===== src/hw/rtl/ppd_pkg.sv =====
`timescale 1ns / 1ps
`default_nettype none
// ----------------------------------------------------------------------------
// ppd_pkg
// Types and constants of the palette pixel decoder.
// ----------------------------------------------------------------------------
package ppd_pkg;

  localparam int unsigned KeyW   = 32;
  localparam int unsigned ColorW = 32;
  localparam int unsigned ByteW  = 8;
  localparam int unsigned CfgW   = 12;
  localparam int unsigned CfgIdxW = 1;
  localparam int unsigned MaxCpp = 4;
  localparam int unsigned MaxRow = 2048;

  typedef enum logic [1:0] {
    OP_LOAD  = 2'd0,
    OP_CHAR  = 2'd1,
    OP_CLEAR = 2'd2,
    OP_NONE  = 2'd3
  } op_e;

  localparam logic [CfgIdxW-1:0] REG_CPP = 1'b0;
  localparam logic [CfgIdxW-1:0] REG_ROW = 1'b1;

  typedef struct packed {
    logic [1:0]        op;
    logic [KeyW-1:0]   entry_key;
    logic [ColorW-1:0] entry_color;
    logic [ByteW-1:0]  char_byte;
  } in_req_t;

  typedef struct packed {
    logic [ColorW-1:0] pixel_argb;
    logic              found;
    logic              row_end;
  } out_req_t;

  // Token travelling down the cell chain.
  typedef struct packed {
    logic              busy;
    logic              hit;
    logic [KeyW-1:0]   key;
    logic [ColorW-1:0] color;
  } probe_t;

  typedef enum logic [1:0] {
    ST_IDLE   = 2'd0,
    ST_SEARCH = 2'd1,
    ST_OUT    = 2'd2
  } state_e;

endpackage : ppd_pkg
`default_nettype wire


===== src/hw/rtl/ppd_cell.sv =====
`timescale 1ns / 1ps
`default_nettype none
// ----------------------------------------------------------------------------
// ppd_cell
// One table slot: holds a key and color, compares a passing probe.
// ----------------------------------------------------------------------------
module ppd_cell (
  input  wire logic            clk_i,
  input  wire logic            rst_ni,
  input  wire logic            wr_i,
  input  wire logic [31:0]     wr_key_i,
  input  wire logic [31:0]     wr_color_i,
  input  wire logic            valid_i,
  input  wire ppd_pkg::probe_t probe_i,
  output ppd_pkg::probe_t      probe_o
);
  import ppd_pkg::*;

  logic [KeyW-1:0]   key_q;
  logic [ColorW-1:0] color_q;
  probe_t            probe_d, probe_q;

  always_ff @(posedge clk_i) begin
    if (wr_i) begin
      key_q   <= wr_key_i;
      color_q <= wr_color_i;
    end
  end

  always_comb begin
    probe_d = probe_i;
    if (probe_i.busy && !probe_i.hit && valid_i && (key_q == probe_i.key)) begin
      probe_d.hit   = 1'b1;
      probe_d.color = color_q;
    end
  end

  always_ff @(posedge clk_i or negedge rst_ni) begin
    if (!rst_ni) begin
      probe_q <= '0;
    end else begin
      probe_q <= probe_d;
    end
  end

  assign probe_o = probe_q;

endmodule : ppd_cell
`default_nettype wire


===== config.mk =====
export PLATFORM = sky130hd
export DESIGN_NAME = ppd_cell
export DESIGN_NICKNAME = d
export VERILOG_FILES = /design/src/hw/rtl/ppd_pkg.sv /design/src/hw/rtl/ppd_cell.sv
export SDC_FILE = /design/constraint.sdc
export NUM_CORES = 1
export LEC_CHECK = 0
export BUFFER_PORTS_ARGS = -buffer_cell sky130_fd_sc_hd__clkbuf_2
export CORE_MARGIN = 2
export CORE_UTILIZATION = 42
export CTS_CLUSTER_SIZE = 8
export DETAILED_ROUTE_END_ITERATION = 12
export GPL_ROUTABILITY_DRIVEN = 0
export PLACE_DENSITY = 0.76
export SKIP_CTS_REPAIR_TIMING = 1
export SYNTH_ARGS = -nofsm -noshare
export SYNTH_HDL_FRONTEND = slang
export SYNTH_SLANG_ARGS = --single-unit

===== constraint.sdc =====
create_clock -name clk_i -period 1.8 [get_ports clk_i]
set_input_delay 0.36 -clock clk_i [delete_from_list [all_inputs] [get_ports clk_i]]
set_output_delay 0.36 -clock clk_i [all_outputs]
set_load 0.03 [all_outputs]

## Word level (Yosys, flattened, before mapping)

Index checks and enable logic that the tools add are counted.

- Equality and inequality tests: 1
- Muxes and demuxes: 2
- Reduce and logical (&&, ||, !) cells: 4

Operators with widths:

| operator | count |
|---|---|
| $eq 32x32->1 | 1 |
| $mux 32 | 1 |
| $logic_and 1x1->1 | 3 |
| $logic_not 1->1 | 1 |
| $mux 1 | 1 |

- Bits in registers: 130
- Output and inout port bits: 66

## Depth between registers and ports, before layout

Gate-level depths: netlist of the first run.

- Depth in word-level cells: 5
- Depth in mapped cells: 6
- Depth with buffers taken out: 5

## Worst setup path before layout of the first run

OpenSTA, ideal clock, no wires.

- Kind: register to register
- Start point: register key_q[13]
- End point: register probe_q, in the netlist probe_o[10]
- Arrival: 1.822 ns
- Required time: 1.675 ns
- Slack: -0.147 ns
- Stages on the path, launching flop included: 7
- Cell sequence: edfxtp_1 > xor2_1 > nor4_1 > nand3_1 > nor4_4 > buf_6 > mux2_2

RTL lines:

| element | RTL line | RTL |
|---|---|---|
| start: declaration | ppd_cell.sv:19 | `logic [KeyW-1:0] key_q;` |
| start signal: assignment | ppd_cell.sv:25 | `key_q <= wr_key_i;` |
| end signal: assignment | ppd_cell.sv:42 | `probe_q <= probe_d;` |
| end: declaration | ppd_cell.sv:21 | `probe_t probe_d, probe_q;` |

==> results of run 1 <==
-- cell type report --
type,instances,area share
Clock buffer,22,0.0685
Multi-Input combinational cell,77,0.114
Timing Repair Buffer,259,0.241
Tap cell,136,0.0252
Sequential cell,130,0.528
Clock inverter,10,0.0229
-- worst max-delay path, cell delays in order, from the launching register on --
cell       delay (ps)
edfxtp_1          370
xor2_1            160
nor4_2            270
buf_4             140
nand4_1           150
nor4_4            260
buf_6             160
clkbuf_16         170
mux2_2            340
-- cells in the final DEF, fill, tap and decap left out, types with 2 or more instances in the layout --
cell	synthesis	layout
bufinv_16	0	4
dlygate4sd3_1	0	47
mux2_2	29	26
edfxtp_1	64	64
nand4_1	2	2
buf_4	0	8
buf_6	3	2
nor4_2	0	3
xnor2_1	5	5
clkbuf_16	0	17
buf_12	0	3
mux2_1	3	2
clkbuf_1	0	2
clkbuf_2	0	197
nor4_1	6	3
clkinv_2	0	4
mux2_4	0	4
xor2_1	27	27
dfrtp_1	66	66
clkbuf_8	0	4
-- registers in the layout (all words and copies together) (netlist names) --
signal	count
color_q	32
probe_o	66
key_q	32
-- synthesized netlist by cell type (all sizes together) --
cell,n,area share
nor3,1,0.0012
nor4,7,0.014
nand4b,1,0.0020
edfxtp,64,0.44
nand3,1,0.0012
mux2,32,0.083
buf,3,0.0078
xnor2,5,0.010
dfrtp,66,0.38
nand4,2,0.0029
or2,1,0.0014
xor2,27,0.054
-- kinds of logic after synthesis --
group,Yosys count,synth area share
DFF,130,0.823
xor gates and xnor gates,32,0.0645
muxes,32,0.0829
and+or+nand+nor,13,0.0222
buffers and inverters,3,0.00778
-- through the flow --
stage | TNS (ps) | total power [mW] | instance area (µm²) | instances
after detailed placement | -19170 | 4.04 | 5600 | 553
final | -10340 | 7.59 | 6760 | 634
after global routing | -14750 | 7.89 | 6760 | 634
after CTS | -16890 | 7.59 | 6220 | 585
after global placement | -18050 | 4.02 | 5600 | 553
after floorplan | -4180 | 3.70 | 4340 | 210
-- report_power, final --
group	switching, mW	total (mW)	internal [mW]
logic	0.369	0.681	0.312
registers	0.0592	3.39	3.33
clock network	1.17	3.52	2.35
-- per-layer routing --
metal	wire length, µm	up-vias
li1	-	1312
met1	3660	1334
met2	5020	125
met3	716	18
met4	209	0
met5	0	-
-- worst max path at each step --
stage / start / end / slack [ps] / depth (start not counted)
6_report: key_q[23] / probe_o[22] / -350 / 8
5_1_grt: key_q[14] / probe_o[7] / -470 / 8
4_1_cts: key_q[18] / probe_o[2] / -540 / 6
3_5_place_dp: probe_i[50] / probe_o[22] / -610 / 7
3_3_place_gp: probe_i[52] / probe_o[23] / -560 / 7
2_1_floorplan: probe_i[52] / probe_o[10] / -150 / 6
==> flow_summary.yaml, run 1 <==
critical_path:
  cp.arrival_ps: 2540
  path_max_fanout: 12
  reg2reg_to: "probe_o[22]"
  r2r_cells: 8
  start_kind: "flip-flop"
  r2r_start: "key_q[23]"
  required_ps: 2190
  endpoint_kind: "flip-flop"
  r2r_slack_ps: -350
  critical_path_class: "flip-flop to flip-flop"
floorplan:
  die_area_um2: 11200
  start_util: 0.427
  ioPinCount: 200
  die_w_um: 106
  chipHeight_um: 106
  rows: 37
  fp.coreArea_um2: 10200
run_status:
  status: "complete, but fails checks"
  violations: "negative setup slack"
synth:
  syn_avg_cell_area_um2: 20.7
  synth_warnings: 0
  ys_ff_latch: 130
  synthCells: 210
  syn_nets: 344
  syn_area_um2: 4340
  yosysSeqAreaShare: 0.823
  synthDistinctLibCells: 14
detailed_routing:
  vias: 2789
  firstDrtPassIters: 4
  avgRoutedWirePerCell_um: 15.2
  via_per_inst: 4.40
  routed_wl_um: 9610
  drtAntennaViolNets: 0
  drtIter0Drc: 68
  route.detailed.drc: 0
hold_path:
  worst_hold_path_type: "primary input to flip-flop"
  hold_path_depth: 1
  min_to: "key_q[4]"
  worstHoldStart: "wr_key_i[4]"
global_route:
  overflow: 0
  use_met3: 0.0699
  first_global_vias: 2828
  grt_max_degree: 65
  busiest_layer: "met2"
  gr-usage-met1: 0.181
  grt_usage: 0.166
  gr-usage-met2: 0.277
  grt_pass1_wl_um: 13600
  grt_antenna_before_repair: 0
timing:
  period_needed_ps: 2150
  hold_viol_final: 0
  min_period_over_period: 1.19
  fin_skew_ps: 6.40
  rsz0062_at_grt: "true"
  setup_slack_ps: -349
  setup_violations: 33
  finalMaxSlewViolations: 0
  worst_pin_slew_ps: 359
  fmax_mhz: 465
  slew_headroom: 0.761
  fin_hold_ws_ps: 31.0
finish:
  utilization: 0.664
  multi_input_area_um2: 771
  regArea_um2: 3570
  drive_above_1_share: 0.556
  area_growth_pct: 55.6
  n_antenna_cell: 0
  nNetsFinal: 619
  fillers: 735
job:
  drv_cap: 0
placement:
  hpwl_um: 6400
  place_ws_ps: -610
  portBuffers: 199
cts:
  clock-sinks: 130
  clockBufferDepth: 2
  worstSkewPairLatency_ps: 500
  path_clk_slew_ps: 60
  cts_buffers: 17
  cts_tree: "yes"
  cts_htree_levels: 4
  cts_root_buffer: "clkbuf_8"
power:
  leakage_nw: 3.09
  pwr_density_cell_nw_per_um2: 1120
  irDropWorstVdd_uv: 514
(Power assumes the default switching activity.)
==> run 2: changes to the inputs <==
- ABC_AREA: not set -> 1
- CORE_UTILIZATION: 42 -> 43
==> flow_summary.yaml, run 2 <==
run_status:
  status: "finished clean"
placement:
  portBuffers: 199
  placed_area_um2: 5860
  place_ws_ps: -72.5
  dp_cells: 685
  hpwl_um: 7200
power:
  irDropWorstVdd_uv: 625
  leakage_nw: 3.35
  pwr_density_cell_nw_per_um2: 1030
  finalPower_mw: 7.12
synth:
  synth_top_area_frac: 0.412
  synth_edf_count: 64
  ys_ff_latch: 130
  synthXorXnorAreaFrac: 0.0338
  synthMuxAreaShare: 0
  synth_warnings: 0
  syn_nets: 485
  synthDistinctLibCells: 20
  synth-compound-area-share: 0.00616
  synthCells: 351
  synthSimpleGateAreaFrac: 0.154
  syn_avg_cell_area_um2: 13.3
  synth_adder_area_share: 0
  post-synth-top-area-cell: "edfxtp_1"
  syn_area_um2: 4670
  async_reset_ff_frac: 0.508
  synth_top_family_by_area: "simple AND/OR/NAND/NOR gates"
  yosysMostFrequentCell: "nand2_1"
  ys.flop_type: "dfrtp_1"
  yosysSeqAreaShare: 0.765
  ys_top_cells_by_area: "edfxtp_1 41%, dfrtp_1 35%, nand2_1 8.9%, nand4_1 4.3%, xnor2_1 3.4%"
  synthTopCellsByCount: "111 x nand2_1, 66 x dfrtp_1, 64 x edfxtp_1"
critical_path:
  reg2reg_to: "probe_o[25]"
  crit_slowest_cell: "dlygate4sd3_1"
  r2r_slack_ps: 190
  crit_top_cell: "nand2_1"
  cp-startpoint: "probe_i[37]"
  cpPeakStageDelay_ps: 540
  endpoint_kind: "flip-flop"
  r2r_start: "key_q[23]"
  critical_path_class: "primary input to flip-flop"
  start_kind: "primary input"
  cpLargestDelayFamily: "buffers and inverters"
  cp.arrival_ps: 2120
  cp_cell_sequence: "dlygate4sd3_1 > clkbuf_2 > xnor2_1 > nand2_1 > nor2_1 > nand2_1 > nor2_8 > buf_12 > nand3_4 > nand2_1 > nand2_1"
  path_buf_inv: 3
  path_depth: 11
  r2r_cells: 11
  path_max_fanout: 8
  required_ps: 2190
  crit_end: "probe_o[25]"
floorplan:
  start_util: 0.436
  fp.coreArea_um2: 10700
  ioPinCount: 200
  die_w_um: 108
  die_area_um2: 11700
  rows: 38
  chipHeight_um: 108
finish:
  stdcell_count: 770
  area_growth_pct: 48.8
  nNetsFinal: 749
  drive_above_1_share: 0.387
  largest_reg_flops: 66
  utilization: 0.649
  final_cell_mix: "197 x clkbuf_2, 111 x nand2_1, 66 x dfrtp_1"
  fillers: 813
  design_area_um2: 6940
  final_common_cell: "clkbuf_2"
timing:
  min_period_over_period: 0.958
  finalMaxSlewViolations: 0
  fin_skew_ps: 9.70
  tns_ps: 0
  fmax_mhz: 580
  hold_viol_final: 0
  setup_slack_ps: 75.8
  fin_hold_ws_ps: 27.9
  slew_headroom: 0.730
  worst_pin_slew_ps: 404
  setup_violations: 0
  period_needed_ps: 1720
detailed_routing:
  drtIter0Drc: 172
  route.detailed.drc: 0
  avgRoutedWirePerCell_um: 14.5
  drtAntennaViolNets: 0
  firstDrtPassIters: 4
  via_per_inst: 4.58
  vias: 3526
  routed_wl_um: 11100
cts:
  worstSkewPairLatency_ps: 510
  cts_root_buffer: "clkbuf_8"
  clockBufferDepth: 2
  clock-sinks: 130
  cts_htree_levels: 4
  cts_buffers: 17
  cts_tree: "yes"
  path_clk_slew_ps: 60
global_route:
  overflow: 0
  grt_max_degree: 65
  first_global_vias: 3178
  grt_usage: 0.175
  grt_pass1_wl_um: 15000
  grt_antenna_before_repair: 2
job:
  drv_cap: 0
hold_path:
  worst_hold_path_type: "primary input to flip-flop"
run 2: changes by cell type in the layout (fill, tap and decap cells not counted), moves of 4 or more:
cell      delta
nand2_1    +111
nand4_1     +30
xor2_1      -27
mux2_2      -26
inv_1       +25
xnor2_1     +13
nor2_1      +10
buf_4        -5
clkbuf_1     +5
mux2_4       -4
nand3_4      +4
run 2: layer usage:
layer | up-vias | routed length, µm | track usage | share of wire
met4 | 0 | 133 | 0.0687 | 0.012
met3 | 12 | 830 | 0.0735 | 0.075
met5 | - | 0 | 0 | 0
met2 | 127 | 5900 | 0.291 | 0.53
li1 | 1713 | - | - | -
met1 | 1674 | 4260 | 0.201 | 0.38
run 2: worst reg2reg max path, cell delays in order (launching register included):
cell and delay [ps]:
edfxtp_1 390, inv_1 70, nand2_1 50, nand2_1 50, nand2_1 50, nor2_1 190
nand2_2 120, nor2_8 150, buf_12 140, nand3_4 140, nand2_1 100, nand2_1 50
run 2: final cells by class:
type                    instances  area [µm²]  area share
clock inverters                 7        65.1     0.00937
multi-input cells             185         965       0.139
well taps                     140         175      0.0252
repair buffers                254        1610       0.231
clock buffers                  25         454      0.0654
diodes                          2        5.00    0.000721
flip-flops and latches        130        3570       0.515
inverters                      27         101      0.0146
run 2: cell families after synthesis:
| group | after synthesis |
|---|---|
| simple gates | 159 |
| flops | 130 |
| buf+inv | 39 |
| xor+xnor | 18 |
| compound gates | 5 |
run 2: power breakdown:
part	switching (mW)	internal [mW]
Clock	1.16	1.86
Sequential	0.0616	3.33
Combinational	0.407	0.306
run 2: worst min path at each step:
stage                       from     endpoint  slack (ps)  cells past startpoint
floorplan                 rst_ni   probe_o[0]          60                      0
global placement          rst_ni  probe_o[18]         320                      1
detailed placement        rst_ni  probe_o[18]         320                      1
CTS                       rst_ni  probe_o[18]        -220                      1
global route        wr_key_i[14]    key_q[14]         0.1                      1
finish              wr_key_i[22]    key_q[22]          30                      1
